<file path="src/rtl/core/btzc_pkg.sv">
// ----------------------------------------------------------------------------
// Battery thermal zone classifier package
// Types, register indexes and output codes shared by the classifier files.
// ----------------------------------------------------------------------------
`timescale 1ns / 1ps

package btzc_pkg;

    // Temperature samples and thresholds, tenths of a degree.
    typedef logic signed [11:0] temp_t;
    // Boundaries after hysteresis adjustment need one more bit.
    typedef logic signed [12:0] bound_t;

    typedef enum logic [2:0] {
        ZONE_COLD     = 3'd0,
        ZONE_COOL3    = 3'd1,
        ZONE_COOL2    = 3'd2,
        ZONE_COOL1    = 3'd3,
        ZONE_NORMAL   = 3'd4,
        ZONE_WARM     = 3'd5,
        ZONE_OVERHEAT = 3'd6
    } zone_t;

    localparam bound_t COOL_HYST         = 13'sd19;
    localparam bound_t D2D_RECOVERY_DROP = 13'sd10;

    localparam logic [1:0] CABLE_WIRED    = 2'd0;
    localparam logic [1:0] CABLE_WIRELESS = 2'd1;
    localparam logic [1:0] CABLE_D2D      = 2'd2;

    // Configuration register indexes.
    localparam logic [2:0] REG_COLD_COOL3    = 3'd0;
    localparam logic [2:0] REG_COOL3_COOL2   = 3'd1;
    localparam logic [2:0] REG_COOL2_COOL1   = 3'd2;
    localparam logic [2:0] REG_COOL1_NORMAL  = 3'd3;
    localparam logic [2:0] REG_NORMAL_WARM   = 3'd4;
    localparam logic [2:0] REG_WARM_OVERHEAT = 3'd5;
    localparam logic [2:0] REG_WARM_RECOVERY = 3'd6;
    localparam logic [2:0] REG_DEBOUNCE      = 3'd7;

    localparam logic [1:0] ACTION_NONE    = 2'd0;
    localparam logic [1:0] ACTION_APPLY   = 2'd1;
    localparam logic [1:0] ACTION_RELEASE = 2'd2;

    localparam logic [1:0] HEALTH_GOOD     = 2'd0;
    localparam logic [1:0] HEALTH_OVERHEAT = 2'd1;
    localparam logic [1:0] HEALTH_COLD     = 2'd2;

    localparam logic [1:0] MODE_RELEASED     = 2'd0;
    localparam logic [1:0] MODE_CHARGING     = 2'd1;
    localparam logic [1:0] MODE_CHARGING_OFF = 2'd2;
    localparam logic [1:0] MODE_BUCK_OFF     = 2'd3;

    localparam logic [2:0] CURRENT_UNCHANGED = 3'd0;
    localparam logic [2:0] CURRENT_RELEASED  = 3'd1;
    localparam logic [2:0] CURRENT_WARM      = 3'd2;
    localparam logic [2:0] CURRENT_COOL1     = 3'd3;
    localparam logic [2:0] CURRENT_COOL2     = 3'd4;
    localparam logic [2:0] CURRENT_COOL3     = 3'd5;

    localparam logic [1:0] FLOAT_UNCHANGED = 2'd0;
    localparam logic [1:0] FLOAT_RELEASED  = 2'd1;
    localparam logic [1:0] FLOAT_HIGH_TEMP = 2'd2;
    localparam logic [1:0] FLOAT_LOW_TEMP  = 2'd3;

    localparam logic [1:0] TOPOFF_UNCHANGED = 2'd0;
    localparam logic [1:0] TOPOFF_RELEASED  = 2'd1;
    localparam logic [1:0] TOPOFF_HIGH_TEMP = 2'd2;

    localparam logic [1:0] HOLD_OFF          = 2'd0;
    localparam logic [1:0] HOLD_ON           = 2'd1;
    localparam logic [1:0] HOLD_END_TRANSFER = 2'd2;

    typedef struct packed {
        temp_t cold_cool3;
        temp_t cool3_cool2;
        temp_t cool2_cool1;
        temp_t cool1_normal;
        temp_t normal_warm;
        temp_t warm_overheat;
        temp_t warm_recovery;
    } thresholds_t;

    typedef struct packed {
        logic [1:0] health;
        logic [1:0] charge_mode;
        logic [2:0] current_select;
        logic [1:0] float_select;
        logic [1:0] topoff_select;
        logic [1:0] power_hold_mode;
        logic       not_charging;
    } settings_t;

endpackage

</file>
<file path="src/rtl/core/battery_thermal_zone_classifier.sv">
// ----------------------------------------------------------------------------
// Battery thermal zone classifier
// Pipeline: an accepted sample is held in the input register, and its result
// in the result register. Throughput: one sample per cycle; the two registers
// form a two-stage pipeline that stalls only on output back-pressure.
// Reset: asynchronous, active low; thresholds return to their defaults, the
// held zone to normal, the debounce count and the d2d latch to zero.
// ----------------------------------------------------------------------------
`timescale 1ns / 1ps

module battery_thermal_zone_classifier (
    input  logic                clk,
    input  logic                rst_n,

    // Configuration write port, no read-back.
    input  logic                cfg_write,
    input  logic [2:0]          cfg_index,
    input  logic [11:0]         cfg_data,

    // Sample channel.
    input  logic                in_valid,
    output logic                in_ready,
    input  logic signed [11:0]  temperature,
    input  logic                discharging_or_skip,
    input  logic [1:0]          cable_kind,
    input  logic                voltage_over_float,
    input  logic                voltage_over_recharge,

    // Result channel.
    output logic                out_valid,
    input  logic                out_ready,
    output logic [2:0]          zone,
    output logic                zone_changed,
    output logic [1:0]          settings_action,
    output logic [1:0]          health,
    output logic [1:0]          charge_mode,
    output logic [2:0]          current_select,
    output logic [1:0]          float_select,
    output logic [1:0]          topoff_select,
    output logic [1:0]          power_hold_mode,
    output logic                not_charging
);

    typedef struct packed {
        btzc_pkg::zone_t     zone;
        logic                zone_changed;
        logic [1:0]          action;
        btzc_pkg::settings_t settings;
    } result_t;

    // Configuration registers. Thresholds are signed tenths of a degree.
    btzc_pkg::thresholds_t thresholds_reg;
    logic [7:0]            debounce_reg;

    // Input stage. A transfer on the sample channel loads this register; the
    // classification runs on its contents in the following cycle.
    logic                  s1_valid_reg;
    btzc_pkg::temp_t       temperature_reg;
    logic                  release_reg;
    logic [1:0]            cable_kind_reg;
    logic                  over_float_reg;
    logic                  over_recharge_reg;

    // Thermal state, updated when the input stage hands its sample on.
    btzc_pkg::zone_t       zone_reg;
    btzc_pkg::zone_t       zone_next;
    logic [7:0]            mismatch_reg;
    logic [7:0]            mismatch_next;
    logic                  d2d_reg;
    logic                  d2d_next;

    // Result stage.
    logic                  out_valid_reg;
    result_t               result_reg;
    result_t               result_next;

    logic                  s1_advance;
    btzc_pkg::zone_t       sample_zone;
    btzc_pkg::settings_t   zone_settings;
    logic [7:0]            mismatch_inc;
    logic                  commit;

    // The input stage drains whenever the result register is empty or its
    // contents are taken in the same cycle, so a new sample can follow every
    // cycle as long as each finished result is taken downstream.
    assign s1_advance = s1_valid_reg && (!out_valid_reg || out_ready);
    assign in_ready   = !s1_valid_reg || s1_advance;

    always_ff @(posedge clk or negedge rst_n)
    begin
        if (!rst_n)
        begin
            thresholds_reg.cold_cool3    <= 12'sd0;
            thresholds_reg.cool3_cool2   <= 12'sd50;
            thresholds_reg.cool2_cool1   <= 12'sd100;
            thresholds_reg.cool1_normal  <= 12'sd150;
            thresholds_reg.normal_warm   <= 12'sd410;
            thresholds_reg.warm_overheat <= 12'sd550;
            thresholds_reg.warm_recovery <= 12'sd390;
            debounce_reg                 <= 8'd3;
        end
        else if (cfg_write)
        begin
            unique case (cfg_index)
                btzc_pkg::REG_COLD_COOL3:    thresholds_reg.cold_cool3    <= cfg_data;
                btzc_pkg::REG_COOL3_COOL2:   thresholds_reg.cool3_cool2   <= cfg_data;
                btzc_pkg::REG_COOL2_COOL1:   thresholds_reg.cool2_cool1   <= cfg_data;
                btzc_pkg::REG_COOL1_NORMAL:  thresholds_reg.cool1_normal  <= cfg_data;
                btzc_pkg::REG_NORMAL_WARM:   thresholds_reg.normal_warm   <= cfg_data;
                btzc_pkg::REG_WARM_OVERHEAT: thresholds_reg.warm_overheat <= cfg_data;
                btzc_pkg::REG_WARM_RECOVERY: thresholds_reg.warm_recovery <= cfg_data;
                btzc_pkg::REG_DEBOUNCE:      debounce_reg                 <= cfg_data[7:0];
                default:
                begin
                end
            endcase
        end
    end

    // Input register: the valid bit is control, the payload needs no reset.
    always_ff @(posedge clk or negedge rst_n)
    begin
        if (!rst_n)
        begin
            s1_valid_reg <= 1'b0;
        end
        else if (in_ready)
        begin
            s1_valid_reg <= in_valid;
        end
    end

    always_ff @(posedge clk)
    begin
        if (in_valid && in_ready)
        begin
            temperature_reg   <= temperature;
            release_reg       <= discharging_or_skip;
            cable_kind_reg    <= cable_kind;
            over_float_reg    <= voltage_over_float;
            over_recharge_reg <= voltage_over_recharge;
        end
    end

    btzc_classify u_classify (
        .temperature (temperature_reg),
        .thresholds  (thresholds_reg),
        .held_zone   (zone_reg),
        .d2d_latched (d2d_reg),
        .zone        (sample_zone)
    );

    btzc_settings u_settings (
        .zone                  (sample_zone),
        .cable_kind            (cable_kind_reg),
        .voltage_over_float    (over_float_reg),
        .voltage_over_recharge (over_recharge_reg),
        .settings              (zone_settings)
    );

    // Debounce. The count saturates and is deliberately left alone when a
    // sample agrees with the held zone again; only a commit clears it. A
    // debounce setting of zero or one therefore commits on the first
    // differing sample.
    assign mismatch_inc = (mismatch_reg == 8'hFF) ? mismatch_reg : mismatch_reg + 8'd1;
    assign commit       = (sample_zone != zone_reg) && (mismatch_inc >= debounce_reg);

    always_comb
    begin
        zone_next                   = zone_reg;
        mismatch_next               = mismatch_reg;
        d2d_next                    = d2d_reg;
        result_next                 = '0;

        if (release_reg)
        begin
            // Discharging or skip: fall back to normal and release all
            // settings. The debounce count is kept as it is.
            zone_next                            = btzc_pkg::ZONE_NORMAL;
            d2d_next                             = (cable_kind_reg == btzc_pkg::CABLE_D2D);
            result_next.action                   = btzc_pkg::ACTION_RELEASE;
            result_next.settings.current_select  = btzc_pkg::CURRENT_RELEASED;
            result_next.settings.float_select    = btzc_pkg::FLOAT_RELEASED;
            result_next.settings.topoff_select   = btzc_pkg::TOPOFF_RELEASED;
        end
        else if (sample_zone != zone_reg)
        begin
            mismatch_next = mismatch_inc;
            if (commit)
            begin
                mismatch_next            = 8'd0;
                zone_next                = sample_zone;
                d2d_next                 = (cable_kind_reg == btzc_pkg::CABLE_D2D);
                result_next.zone_changed = 1'b1;
                result_next.action       = btzc_pkg::ACTION_APPLY;
                result_next.settings     = zone_settings;
            end
        end

        result_next.zone = zone_next;
    end

    always_ff @(posedge clk or negedge rst_n)
    begin
        if (!rst_n)
        begin
            zone_reg      <= btzc_pkg::ZONE_NORMAL;
            mismatch_reg  <= 8'd0;
            d2d_reg       <= 1'b0;
            out_valid_reg <= 1'b0;
        end
        else
        begin
            if (s1_advance)
            begin
                zone_reg      <= zone_next;
                mismatch_reg  <= mismatch_next;
                d2d_reg       <= d2d_next;
                out_valid_reg <= 1'b1;
            end
            else if (out_ready)
            begin
                out_valid_reg <= 1'b0;
            end
        end
    end

    always_ff @(posedge clk)
    begin
        if (s1_advance)
        begin
            result_reg <= result_next;
        end
    end

    assign out_valid       = out_valid_reg;
    assign zone            = result_reg.zone;
    assign zone_changed    = result_reg.zone_changed;
    assign settings_action = result_reg.action;
    assign health          = result_reg.settings.health;
    assign charge_mode     = result_reg.settings.charge_mode;
    assign current_select  = result_reg.settings.current_select;
    assign float_select    = result_reg.settings.float_select;
    assign topoff_select   = result_reg.settings.topoff_select;
    assign power_hold_mode = result_reg.settings.power_hold_mode;
    assign not_charging    = result_reg.settings.not_charging;

endmodule

</file>
<file path="src/rtl/core/btzc_classify.sv">
// ----------------------------------------------------------------------------
// Battery thermal zone classifier: zone classification
// Adjusts the six boundaries for the held zone and sorts one sample.
// ----------------------------------------------------------------------------
`timescale 1ns / 1ps

module btzc_classify (
    input  btzc_pkg::temp_t       temperature,
    input  btzc_pkg::thresholds_t thresholds,
    input  btzc_pkg::zone_t       held_zone,
    input  logic                  d2d_latched,
    output btzc_pkg::zone_t       zone
);

    btzc_pkg::bound_t t_ext;
    btzc_pkg::bound_t cc3;
    btzc_pkg::bound_t c3c2;
    btzc_pkg::bound_t c2c1;
    btzc_pkg::bound_t c1n;
    btzc_pkg::bound_t nw;
    btzc_pkg::bound_t wo;
    btzc_pkg::bound_t rec;

    always_comb
    begin
        t_ext = btzc_pkg::bound_t'(temperature);
        cc3   = btzc_pkg::bound_t'(thresholds.cold_cool3);
        c3c2  = btzc_pkg::bound_t'(thresholds.cool3_cool2);
        c2c1  = btzc_pkg::bound_t'(thresholds.cool2_cool1);
        c1n   = btzc_pkg::bound_t'(thresholds.cool1_normal);
        nw    = btzc_pkg::bound_t'(thresholds.normal_warm);
        wo    = btzc_pkg::bound_t'(thresholds.warm_overheat);
        rec   = btzc_pkg::bound_t'(thresholds.warm_recovery);

        // Hysteresis: cool zones raise the boundaries above them, hot zones
        // drop the warm boundaries to the recovery level (below it in warm with d2d).
        case (held_zone)
            btzc_pkg::ZONE_OVERHEAT:
            begin
                wo = rec;
                nw = rec;
            end
            btzc_pkg::ZONE_WARM:
            begin
                nw = d2d_latched ? rec - btzc_pkg::D2D_RECOVERY_DROP : rec;
            end
            btzc_pkg::ZONE_COLD:
            begin
                cc3  = cc3 + btzc_pkg::COOL_HYST;
                c3c2 = c3c2 + btzc_pkg::COOL_HYST;
                c2c1 = c2c1 + btzc_pkg::COOL_HYST;
                c1n  = c1n + btzc_pkg::COOL_HYST;
            end
            btzc_pkg::ZONE_COOL3:
            begin
                c3c2 = c3c2 + btzc_pkg::COOL_HYST;
                c2c1 = c2c1 + btzc_pkg::COOL_HYST;
                c1n  = c1n + btzc_pkg::COOL_HYST;
            end
            btzc_pkg::ZONE_COOL2:
            begin
                c2c1 = c2c1 + btzc_pkg::COOL_HYST;
                c1n  = c1n + btzc_pkg::COOL_HYST;
            end
            btzc_pkg::ZONE_COOL1:
            begin
                c1n = c1n + btzc_pkg::COOL_HYST;
            end
            default:
            begin
            end
        endcase

        if (t_ext >= nw)
        begin
            zone = (t_ext >= wo) ? btzc_pkg::ZONE_OVERHEAT : btzc_pkg::ZONE_WARM;
        end
        else if (t_ext <= c1n)
        begin
            if (t_ext <= cc3)
            begin
                zone = btzc_pkg::ZONE_COLD;
            end
            else if (t_ext <= c3c2)
            begin
                zone = btzc_pkg::ZONE_COOL3;
            end
            else if (t_ext <= c2c1)
            begin
                zone = btzc_pkg::ZONE_COOL2;
            end
            else
            begin
                zone = btzc_pkg::ZONE_COOL1;
            end
        end
        else
        begin
            zone = btzc_pkg::ZONE_NORMAL;
        end
    end

endmodule

</file>
<file path="src/rtl/core/btzc_settings.sv">
// ----------------------------------------------------------------------------
// Battery thermal zone classifier: zone settings decoder
// Maps a newly committed zone and the charger conditions to setting codes.
// ----------------------------------------------------------------------------
`timescale 1ns / 1ps

module btzc_settings (
    input  btzc_pkg::zone_t     zone,
    input  logic [1:0]          cable_kind,
    input  logic                voltage_over_float,
    input  logic                voltage_over_recharge,
    output btzc_pkg::settings_t settings
);

    logic wireless;

    assign wireless = (cable_kind == btzc_pkg::CABLE_WIRELESS)
                   || (cable_kind == btzc_pkg::CABLE_D2D);

    always_comb
    begin
        settings = '0;
        unique case (zone)
            btzc_pkg::ZONE_OVERHEAT:
            begin
                settings.power_hold_mode = btzc_pkg::HOLD_END_TRANSFER;
                settings.charge_mode     = voltage_over_float ? btzc_pkg::MODE_BUCK_OFF
                                                              : btzc_pkg::MODE_CHARGING_OFF;
                settings.health          = btzc_pkg::HEALTH_OVERHEAT;
                settings.not_charging    = 1'b1;
            end
            btzc_pkg::ZONE_WARM:
            begin
                settings.power_hold_mode = btzc_pkg::HOLD_ON;
                if (wireless)
                begin
                    settings.charge_mode = btzc_pkg::MODE_CHARGING_OFF;
                end
                else if (voltage_over_float)
                begin
                    settings.charge_mode = btzc_pkg::MODE_BUCK_OFF;
                end
                else if (voltage_over_recharge)
                begin
                    settings.charge_mode = btzc_pkg::MODE_CHARGING_OFF;
                end
                else
                begin
                    settings.charge_mode = btzc_pkg::MODE_CHARGING;
                end
                settings.current_select = btzc_pkg::CURRENT_WARM;
                settings.float_select   = btzc_pkg::FLOAT_HIGH_TEMP;
                settings.topoff_select  = btzc_pkg::TOPOFF_HIGH_TEMP;
            end
            btzc_pkg::ZONE_COOL1,
            btzc_pkg::ZONE_COOL2,
            btzc_pkg::ZONE_COOL3:
            begin
                if (zone == btzc_pkg::ZONE_COOL1)
                begin
                    settings.current_select = btzc_pkg::CURRENT_COOL1;
                end
                else if (zone == btzc_pkg::ZONE_COOL2)
                begin
                    settings.current_select = btzc_pkg::CURRENT_COOL2;
                end
                else
                begin
                    settings.current_select = btzc_pkg::CURRENT_COOL3;
                end
                settings.float_select  = btzc_pkg::FLOAT_LOW_TEMP;
                settings.topoff_select = btzc_pkg::TOPOFF_RELEASED;
                settings.charge_mode   = btzc_pkg::MODE_CHARGING;
            end
            btzc_pkg::ZONE_COLD:
            begin
                settings.power_hold_mode = btzc_pkg::HOLD_END_TRANSFER;
                settings.charge_mode     = btzc_pkg::MODE_CHARGING_OFF;
                settings.health          = btzc_pkg::HEALTH_COLD;
                settings.not_charging    = 1'b1;
            end
            default:
            begin
                settings.current_select = btzc_pkg::CURRENT_RELEASED;
                settings.float_select   = btzc_pkg::FLOAT_RELEASED;
                settings.topoff_select  = btzc_pkg::TOPOFF_RELEASED;
            end
        endcase
    end

endmodule

</file>
<file path="config.mk">
export PLATFORM = sky130hd
export DESIGN_NAME = battery_thermal_zone_classifier
export DESIGN_NICKNAME = d
export VERILOG_FILES = /design/src/rtl/core/btzc_pkg.sv /design/src/rtl/core/battery_thermal_zone_classifier.sv /design/src/rtl/core/btzc_classify.sv /design/src/rtl/core/btzc_settings.sv
export SDC_FILE = /design/constraint.sdc
export NUM_CORES = 1
export LEC_CHECK = 0
export BUFFER_PORTS_ARGS = -buffer_cell sky130_fd_sc_hd__buf_2
export CAP_MARGIN = 10
export CORE_MARGIN = 1.5
export CORE_UTILIZATION = 25
export CTS_BUF_LIST = sky130_fd_sc_hd__clkbuf_8 sky130_fd_sc_hd__clkbuf_16
export DETAILED_ROUTE_END_ITERATION = 10
export PLACE_DENSITY = 0.39
export SYNTH_ARGS = -nofsm -noshare
export SYNTH_HDL_FRONTEND = slang
export SYNTH_HIERARCHICAL = 1
export SYNTH_SLANG_ARGS = --single-unit
</file>
<file path="constraint.sdc">
create_clock -name clk -period 6.07 [get_ports clk]
set_clock_uncertainty 0.2 [all_clocks]
set_input_delay 1.214 -clock clk [delete_from_list [all_inputs] [get_ports clk]]
set_output_delay 1.214 -clock clk [all_outputs]
set_load 0.02 [all_outputs]
</file>
# --- Yosys cells after proc, flatten, opt, wreduce, memory -nomap -nowiden ---
# Cells that the tools add are included.
# W data, S select, Z words.
totals:
  ff_bits: 143
  out_inout_bits: 22
  inputBits: 37
  word_cells: 136
classes:
  bitwise: 3
  n_addsub: 6
  magnitude_cmp: 7
  n_mux: 36
  eq_ne: 21
  n_reduce_logical: 31
op_table:
  columns: ["op", "count"]
  rows:
  - ["$mux W13", 6]
  - ["$add A12 B6 Y13 const B", 4]
  - ["$le A12 B13 Y1", 4]
  - ["$ge A12 B13 Y1", 2]
  - ["$pmux W13 S2", 1]
  - ["$eq A3 B3 Y1 const B", 8]
  - ["$mux W3", 8]
  - ["$pmux W7 S3", 1]
  - ["$eq A3 B2 Y1 const B", 6]
  - ["$mux W17", 1]
  - ["$mux W16", 1]
  - ["$mux W8", 2]
  - ["$reduce_and A2 Y1", 8]
  - ["$sub A12 B5 Y13 const B", 1]
  - ["$eq A3 B1 Y1 const B", 3]
  - ["$logic_not A3 Y1", 3]
  - ["$mux W1", 9]
  - ["$reduce_or A3 Y1", 3]
  - ["$add A8 B1 Y8 const B", 1]
  - ["$eq A8 B8 Y1 const B", 1]
  - ["$ge A8 B8 Y1", 1]
  - ["$mux W2", 4]
  - ["$pmux W2 S2", 2]
  - ["$pmux W2 S4", 1]
  - ["other kinds (11)", 23]

# --- Depth between registers and ports, before layout ---
# Gate-level depths: netlist of run 1.
logic_depth:
  ltp_word: 15
  mapped_depth: 22
  depth_no_buf: 21

# --- By module ---
# Netlist of run 1, hierarchy kept.
modules_own_cells:
  columns: ["module", "seq_area_each_um2", "cells_per_inst", "instances", "area_each_um2"]
  rows:
  - ["battery_thermal_zone_classifier", 3766.1, 387, 1, 5809.3]
  - ["btzc_classify", 0.0, 444, 1, 3198.1]
  - ["btzc_settings", 0.0, 28, 1, 205.2]

# --- Worst setup path before layout of run 1 ---
# OpenSTA, ideal clock, no wires.
synth_timing:
  path_kind: "register to register"
  from: "register zone_reg[2]"
  to: "register mismatch_reg[5]"
  slack_ns: 1.177
  setup_ns: 0.120
  period_less_slack_ns: 4.893
  stages_incl_launch_ff: 21
  arrival_time_ns: 4.572
  t_required_ns: 5.750
  path_buffers: 4
  path_cell_list: "dfstp_2 -> clkbuf_1 -> nand3b_1 -> and2_1 -> clkbuf_1 -> buf_6 -> a221oi_2 -> ha_1 -> a21oi_1 -> o221ai_1 -> a221oi_1 -> xor2_1 -> a21oi_1 -> nand3_1 -> o22ai_1 -> xor2_1 -> nor3_4 -> or3_1 -> clkbuf_2 -> and2_0 -> a31o_2"
synth_between:
  elab_cells_between_ends: 31
  cone_classes: "order compare (6); eq/ne (6); mux (13); reduce/logical (6)"
synth_lines:
  columns: ["element", "line_no", "source"]
  rows:
  - ["start, declared", "battery_thermal_zone_classifier.sv:65", "btzc_pkg::zone_t zone_reg;"]
  - ["start signal, assigned", "battery_thermal_zone_classifier.sv:207", "zone_reg <= btzc_pkg::ZONE_NORMAL;"]
  - ["start signal, assigned", "battery_thermal_zone_classifier.sv:216", "zone_reg <= zone_next;"]
  - ["$eq A3 B1 Y1 or $logic_not A3 Y1 (tied branches)", "btzc_classify.sv:37", "case (held_zone)"]
  - ["$reduce_or A2 Y1 (no line)", null, null]
  - ["$mux W13", null, null]
  - ["$le A12 B13 Y1", "btzc_classify.sv:84", "else if (t_ext <= c3c2)"]
  - ["$mux W3", "btzc_classify.sv:84", null]
  - ["$mux W3", "btzc_classify.sv:80", "if (t_ext <= cc3)"]
  - ["$mux W3", "btzc_classify.sv:78", "else if (t_ext <= c1n)"]
  - ["$mux W3 (*)", "btzc_classify.sv:74", "if (t_ext >= nw)"]
  - ["via sample_zone[1]", "battery_thermal_zone_classifier.sv:78", "btzc_pkg::zone_t sample_zone;"]
  - ["$ne A3 B3 Y1 (*)", "battery_thermal_zone_classifier.sv:166, battery_thermal_zone_classifier.sv:186", null]
  - ["$logic_and A1 B1 Y1", "battery_thermal_zone_classifier.sv:166", "assign commit = (sample_zone != zone_reg) && (mismatch_inc >= debounce_reg);"]
  - ["$mux W8", "battery_thermal_zone_classifier.sv:189", "if (commit)"]
  - ["end signal, assigned", "battery_thermal_zone_classifier.sv:217", "mismatch_reg <= mismatch_next;"]
  - ["end, declared", "battery_thermal_zone_classifier.sv:67", "logic [7:0] mismatch_reg;"]
# The timed path passes the listed nets; every way through them passes the cells marked *.
# A chain may end at the register's enable or synchronous reset.

# --- Final worst setup path of run 1 ---
layout_timing:
  from: "register zone_reg[2]"
  to: "register mismatch_reg[1]"
# Same word-level chain as after synthesis.

==> flow_metrics.env, run 1 <==
export IMPL_reg2regPathDepth=18
export IMPL_dpl_instance_area_sq_um=10040
export IMPL_port_buffer_count=58
export IMPL_grt_first_pass_wirelength_microns=40060
export IMPL_synth_top_area_cell="sky130_fd_sc_hd__dfrtp_1"
export IMPL_globalRoute_totalOverflow=0
export IMPL_critical_path_class="flip-flop to flip-flop"
export IMPL_critPathCapture="mismatch_reg[1]"
export IMPL_worst_endpoint_required_ns=6.20
export IMPL_ir_worst_vdd_uv=123.7
export IMPL_yosys_cell_types=78
export IMPL_timing_final_setup_violations=0
export IMPL_ctsRootBufferMaster="sky130_fd_sc_hd__clkbuf_16"
export IMPL_postCtsSetupRepairBufs=0
export IMPL_clkTransAtPathRegs_ns=0.06
export IMPL_numPlacedInstances=1366
export IMPL_maximum_fanout_encountered_on_the_critical_timing_path=15
export IMPL_ctsLongestPathBuffers=2
export IMPL_via_count_of_the_first_global_routing_pass=6544
export IMPL_power_density_nw_per_um2=363.9
export IMPL_number_of_synthesized_register_bits=142
export IMPL_cts_num_sinks=142
export IMPL_arrival_time_of_the_worst_setup_path_ns=5.55
export IMPL_period_share=0.8933
export IMPL_synth_edff_count=36
export IMPL_synthesized_nets=987
export IMPL_design_final_nets=1045
export IMPL_setup_worst_path_start="zone_reg[2]"
export IMPL_power_leakage_nw=4.500
export IMPL_die_area_sq_um=38010
export IMPL_gp_congestion=0.7575
export IMPL_number_of_drc_violations_after_detailed_routing_iteration_0=307
export IMPL_maxClockFrequency_ghz=0.1844
export IMPL_timing_max_cap_violations=0
export IMPL_cpPeakStageDelay_ns=0.72
export IMPL_slew_limit_headroom=0.2050
export IMPL_timing_final_hold_violations=0
export IMPL_drc_errors=0
export IMPL_detail_route_wirelength_microns=25350
export IMPL_overall_power_consumption_mw=3.890
export IMPL_design_portCount=59
export IMPL_synth_cell_area_sq_um=9213
export IMPL_syn2layout_area_growth_pct=16.04
export IMPL_post_layout_nonfiller_instances=1399
export IMPL_cts_hold_buf=0
export IMPL_max_slew_worst_pin_slew_ns=1.187
export IMPL_start_util=0.2529
export IMPL_timing_critical_path_cells="nand2_1, or2_0, buf_4, and2_1, a222oi_1, ha_1, a21oi_1, o21ai_0, a221oi_1, xor2_1, a21oi_1, nand3_1, o22ai_1, xor2_1, nor3_4, or3_1, nor2_1, a32o_1"
export IMPL_viasPerCell=4.680
export IMPL_core_region_area_sq_um=36430
export IMPL_drive_gt1_frac=0.2688
export IMPL_yosysWarningCount=6
export IMPL_numCtsBuffers=17
export IMPL_maxSlewViolCount=0
export IMPL_largest_net_degree_at_the_start_of_global_routing=63
export IMPL_post_route_cell_area_sq_um=10690
export IMPL_tns_ns=0
export IMPL_clkLatencyLatePin_ns=0.44
export IMPL_vert_die_dim_microns=195.0
export IMPL_antenna_found_initial=0
export IMPL_tot_gr_track_use=0.1403
export IMPL_post_cts_resized=0
export IMPL_grt_setup_unrepaired="false"
export IMPL_yosys_most_used_dff="sky130_fd_sc_hd__dfrtp_1"
export IMPL_postSynth_asyncResetShare=0.7465
export IMPL_hold_class="flip-flop to flip-flop"
export IMPL_period_minus_slack_ns=5.423
export IMPL_wl_per_cell_microns=18.12
export IMPL_synth_top_cells_by_area="sky130_fd_sc_hd__dfrtp_1 22%, sky130_fd_sc_hd__ha_1 12%, sky130_fd_sc_hd__edfxtp_1 12%"
export IMPL_hpwl_reported_at_the_end_of_detailed_placement_microns=18550
export IMPL_top_area_cell_type_share_of_the_netlist_area=0.2173
export IMPL_std_cell_rows=70
export IMPL_drt_pass1_iter_count=5
export IMPL_worstSetupEndpointType="flip-flop"
export IMPL_reg2reg_from="zone_reg[2]"
export IMPL_cp_slowest_cell="sky130_fd_sc_hd__dfstp_2"
export IMPL_routed_via_count=6547
export IMPL_outcome="complete, no violations"
export IMPL_h_tree_depth=4
export IMPL_synth_yosys_seq_area_share=0.4088
export IMPL_tritoncts_clock_tree="built"
export IMPL_worstReg2RegEnd="mismatch_reg[1]"
export IMPL_syn_area_per_cell_sq_um=10.72
export IMPL_flop2flop_setup_slack_ns=0.65
export IMPL_die_width_microns=195.0
export IMPL_largest_register_ffs=84
export IMPL_setup_worst_path_start_class="flip-flop"
export IMPL_antenna_left=0
export IMPL_netlist_instances=859
[cells in the mapped netlist (4+ instances only)]
cell	count
sky130_fd_sc_hd__inv_1	30
sky130_fd_sc_hd__nor2_1	62
sky130_fd_sc_hd__a21oi_1	48
sky130_fd_sc_hd__a221oi_1	5
sky130_fd_sc_hd__o22ai_1	4
sky130_fd_sc_hd__and2_1	14
sky130_fd_sc_hd__xor2_1	26
sky130_fd_sc_hd__o21a_1	5
sky130_fd_sc_hd__nand2_1	58
sky130_fd_sc_hd__edfxtp_1	36
sky130_fd_sc_hd__o21ai_1	19
sky130_fd_sc_hd__mux2i_1	10
sky130_fd_sc_hd__a31oi_1	7
sky130_fd_sc_hd__mux2_2	95
sky130_fd_sc_hd__buf_4	4
sky130_fd_sc_hd__xnor2_1	27
sky130_fd_sc_hd__or3_1	4
sky130_fd_sc_hd__a221oi_2	7
sky130_fd_sc_hd__o211ai_1	4
sky130_fd_sc_hd__dfrtp_1	80
sky130_fd_sc_hd__nor3_1	16
sky130_fd_sc_hd__nand4_1	15
sky130_fd_sc_hd__clkbuf_1	12
sky130_fd_sc_hd__nand3_1	24
sky130_fd_sc_hd__a21o_1	14
sky130_fd_sc_hd__buf_2	8
sky130_fd_sc_hd__nor2b_1	10
sky130_fd_sc_hd__o21ai_0	9
sky130_fd_sc_hd__nand2b_1	10
sky130_fd_sc_hd__dfstp_2	26
sky130_fd_sc_hd__and3_1	7
sky130_fd_sc_hd__ha_1	91
sky130_fd_sc_hd__nand3b_1	5
[routing by layer]
| layer | up-vias | share of wire | track usage | wire length, microns |
|---|---|---|---|---|
| li1 | 3249 | - | - | - |
| met1 | 3198 | 0.51 | 0.1975 | 12990 |
| met2 | 93 | 0.45 | 0.2189 | 11430 |
| met3 | 7 | 0.029 | 0.02846 | 730 |
| met4 | 0 | 0.0079 | 0.03474 | 200 |
| met5 | - | 0 | 0 | 0 |
[metrics by stage]
step | setup slack, ns | utilization | hold slack (ns)
floorplan | 1.177 | - | 0.2569
global placement | 0.7324 | 0.2751 | 0.2711
detailed placement | 0.6433 | 0.2754 | 0.2740
CTS | 0.6327 | 0.2933 | 0.2885
global route | 0.1716 | 0.2933 | 0.3172
finish | 0.6475 | 0.2934 | 0.2854
[worst max-delay path: cells and delay by family, from the launching register on]
family	cells	cell delay [ns]
buffers and inverters	1	0.18
AND/OR/NAND/NOR	7	1.67
AO/OA/AOI/OAI	7	1.94
flip-flops	1	0.72
adder cells (fa/ha/maj)	1	0.30
XOR/XNOR	2	0.27
[worst min-delay path by stage]
stage                             from            endpoint  slack, ns  cells after the start
global route        thresholds_reg[24]  thresholds_reg[24]       0.32                      1
global placement          s1_valid_reg           out_valid       0.27                      1
finish                    s1_valid_reg           out_valid       0.29                      1
CTS                       s1_valid_reg           out_valid       0.29                      1
detailed placement        s1_valid_reg           out_valid       0.27                      1
floorplan                 s1_valid_reg           out_valid       0.26                      1
[kinds of logic (layout without fill, tap and decap cells)]
group,Yosys count,in the layout,share of synthesized area
and+or+nand+nor,255,255,0.1438
AOI/OAI and AO/OA,148,148,0.1104
DFF,142,142,0.4088
muxes,108,108,0.1311
adders and majority gates,91,91,0.1236
buffers and inverters,61,132,0.03015
xor gates and xnor gates,54,54,0.05215
other,0,1,0
[where the power goes]
| part | leakage, nW | switching (mW) | total, mW | internal [mW] |
|---|---|---|---|---|
| sequential | 1.59 | 0.196 | 1.38 | 1.19 |
| clock | 0.328 | 0.436 | 1.18 | 0.743 |
| combinational | 2.58 | 0.721 | 1.33 | 0.609 |
| total | 4.50 | 1.35 | 3.89 | 2.54 |
[area by class of cell]
class	instances	area, sq um
fillers	3787	25740
multi-input cells	656	5189
flip-flops and latches	142	3766
well taps	468	585.6
clock buffers	21	491.7
repair buffers	69	379.1
clock inverters	11	160.2
inverters	31	116.4
diodes	1	2.502
[layout by cell type (no fill, tap or decap), drive strengths merged, types with 28 or more instances in the layout]
cell type / netlist / final
o21ai: 28 / 28
inv: 31 / 35
edfxtp: 36 / 36
buf: 17 / 69
ha: 91 / 91
a21oi: 48 / 48
dfrtp: 80 / 80
nor2: 64 / 64
nand2: 59 / 59
mux2: 98 / 98
No activity file was read; power rests on OpenSTA's default activity.
==> run 2: changes to the inputs <==
Settings changed: CTS_BUF_LIST sky130_fd_sc_hd__clkbuf_8 sky130_fd_sc_hd__clkbuf_16 to sky130_fd_sc_hd__clkbuf_8.
==> run 2 against run 1 <==
Compared with the run above:
- via count up 0.17%
- power down 6.9%
- combinational power about the same
- setup slack worse by 0.032 ns
- sequential power about the same
- cell area down 1.7%
- die area unchanged
- sequential share of layout area up 0.63 points
- final cell count unchanged
- register-to-register slack worse by 0.03 ns
- largest cell class unchanged
- clock-buffer cell count down 1
==> flow_metrics.env, run 2 (synthesized netlist as in run 1, its figures left out) <==
export IMPL_std_cell_rows=70
export IMPL_viasPerCell=4.688
export IMPL_most_common_cell_after_layout_fill_and_taps_aside="sky130_fd_sc_hd__mux2_2"
export IMPL_max_slew_worst_pin_slew_ns=1.181
export IMPL_clkLatencyLatePin_ns=0.47
export IMPL_via_count_of_the_first_global_routing_pass=6547
export IMPL_post_layout_nonfiller_instances=1399
export IMPL_maxClockFrequency_ghz=0.1833
export IMPL_ir_worst_vdd_uv=115.2
export IMPL_timing_final_setup_violations=0
export IMPL_vert_die_dim_microns=195.0
export IMPL_drt_pass1_iter_count=4
export IMPL_detail_route_wirelength_microns=25300
export IMPL_final_fill_count=3802
export IMPL_arrival_time_of_the_worst_setup_path_ns=5.61
export IMPL_post_route_cell_area_sq_um=10500
export IMPL_worst_endpoint_required_ns=6.23
export IMPL_clkTransAtPathRegs_ns=0.09
export IMPL_design_final_nets=1045
export IMPL_drc_errors=0
export IMPL_largest_net_degree_at_the_start_of_global_routing=63
export IMPL_post_cts_resized=0
export IMPL_largest_register_ffs=84
export IMPL_tot_gr_track_use=0.1389
export IMPL_maxSlewViolCount=0
export IMPL_critical_path_class="flip-flop to flip-flop"
export IMPL_grt_first_pass_wirelength_microns=39920
export IMPL_ctsRootBufferMaster="sky130_fd_sc_hd__clkbuf_8"
export IMPL_hold_class="flip-flop to flip-flop"
export IMPL_routed_via_count=6558
export IMPL_period_minus_slack_ns=5.454
export IMPL_maximum_fanout_encountered_on_the_critical_timing_path=15
export IMPL_syn2layout_area_growth_pct=14.02
export IMPL_setup_worst_path_start_class="flip-flop"
export IMPL_tritoncts_clock_tree="built"
export IMPL_timing_final_hold_violations=0
export IMPL_numCtsBuffers=17
export IMPL_outcome="complete, no violations"
export IMPL_cpPeakStageDelay_ns=0.73
export IMPL_cts_num_sinks=142
export IMPL_cp_num_buf_inv=1
export IMPL_antenna_found_initial=0
export IMPL_core_region_area_sq_um=36430
export IMPL_h_tree_depth=4
export IMPL_layout_common_cells="95 x sky130_fd_sc_hd__mux2_2, 91 x sky130_fd_sc_hd__ha_1, 80 x sky130_fd_sc_hd__dfrtp_1"
export IMPL_cts_hold_buf=0
export IMPL_number_of_drc_violations_after_detailed_routing_iteration_0=317
export IMPL_die_area_sq_um=38010
export IMPL_slew_limit_headroom=0.2094
export IMPL_tns_ns=0
export IMPL_reg2reg_from="zone_reg[2]"
export IMPL_die_width_microns=195.0
export IMPL_hpwl_reported_at_the_end_of_detailed_placement_microns=18550
export IMPL_design_portCount=59
export IMPL_flop2flop_setup_slack_ns=0.62
export IMPL_final_util=0.2883
export IMPL_grt_setup_unrepaired="false"
export IMPL_numPlacedInstances=1366
export IMPL_power_leakage_nw=4.414
export IMPL_hold_start="s1_valid_reg"
export IMPL_start_util=0.2529
export IMPL_postCtsSetupRepairBufs=0
export IMPL_port_buffer_count=58
export IMPL_worstSetupEndpointType="flip-flop"
export IMPL_ctsLongestPathBuffers=2
export IMPL_drive_gt1_frac=0.2688
export IMPL_power_density_nw_per_um2=344.9
export IMPL_setup_slack_ns=0.6159
export IMPL_antenna_left=0
export IMPL_gp_congestion=0.7575
export IMPL_setup_worst_path_start="zone_reg[2]"
export IMPL_timing_critical_path_max_delay_family="compound AO/OA/AOI/OAI gates"
export IMPL_timing_critical_path_cells="nand2_1, or2_0, buf_4, and2_1, a222oi_1, ha_1, a21oi_1, o21ai_0, a221oi_1, xor2_1, a21oi_1, nand3_1, o22ai_1, xor2_1, nor3_4, or3_1, nor2_1, a32o_1"
export IMPL_wl_per_cell_microns=18.09
export IMPL_period_share=0.8985
export IMPL_cp_slowest_cell="sky130_fd_sc_hd__dfstp_2"
export IMPL_pre_cts_slack_ns=0.6433
export IMPL_globalRoute_totalOverflow=0
export IMPL_timing_max_cap_violations=0
export IMPL_dpl_instance_area_sq_um=10040
## run 2: layout make-up
cell class              instances  area (sq um)  area share
multi-input cells             656          5189      0.4940
inverters                      31         116.4     0.01108
well taps                     468         585.6     0.05575
clock inverters                12         190.2     0.01811
flip-flops and latches        142          3766      0.3585
repair buffers                 69         379.1     0.03609
diodes                          1         2.502   0.0002382
clock buffers                  20         275.3     0.02621
## run 2: path summary, 6_finish.rpt
path | cells after the start | to
min reg2reg | 1 | out_valid
min | 1 | out_valid
max | 18 | mismatch_reg[1]
min in group asynchronous | 1 | debounce_reg[3]
max in group asynchronous | 2 | thresholds_reg[82]
max reg2reg | 18 | mismatch_reg[1]
## run 2: per-stage QoR
step | hold slack, ns | total power, mW
2_1_floorplan | 0.2569 | 2.391
3_3_place_gp | 0.2711 | 2.729
3_5_place_dp | 0.2740 | 2.736
4_1_cts | 0.2923 | 3.680
5_1_grt | 0.3231 | 3.907
6_report | 0.2919 | 3.623
## run 2: layer usage
| layer | vias up | global-route usage | part of all wire |
|---|---|---|---|
| li1 | 3255 | - | - |
| met1 | 3197 | 0.1964 | 0.51 |
| met2 | 99 | 0.2196 | 0.45 |
| met3 | 7 | 0.02638 | 0.030 |
| met4 | 0 | 0.02871 | 0.0067 |
| met5 | - | 0 | 0 |
## run 2: where the power goes
group          internal, mW  total [mW]  switching (mW)
Combinational         0.609        1.33           0.721
Sequential             1.18        1.38           0.197
Clock                 0.520       0.912           0.392
Total                  2.31        3.62            1.31
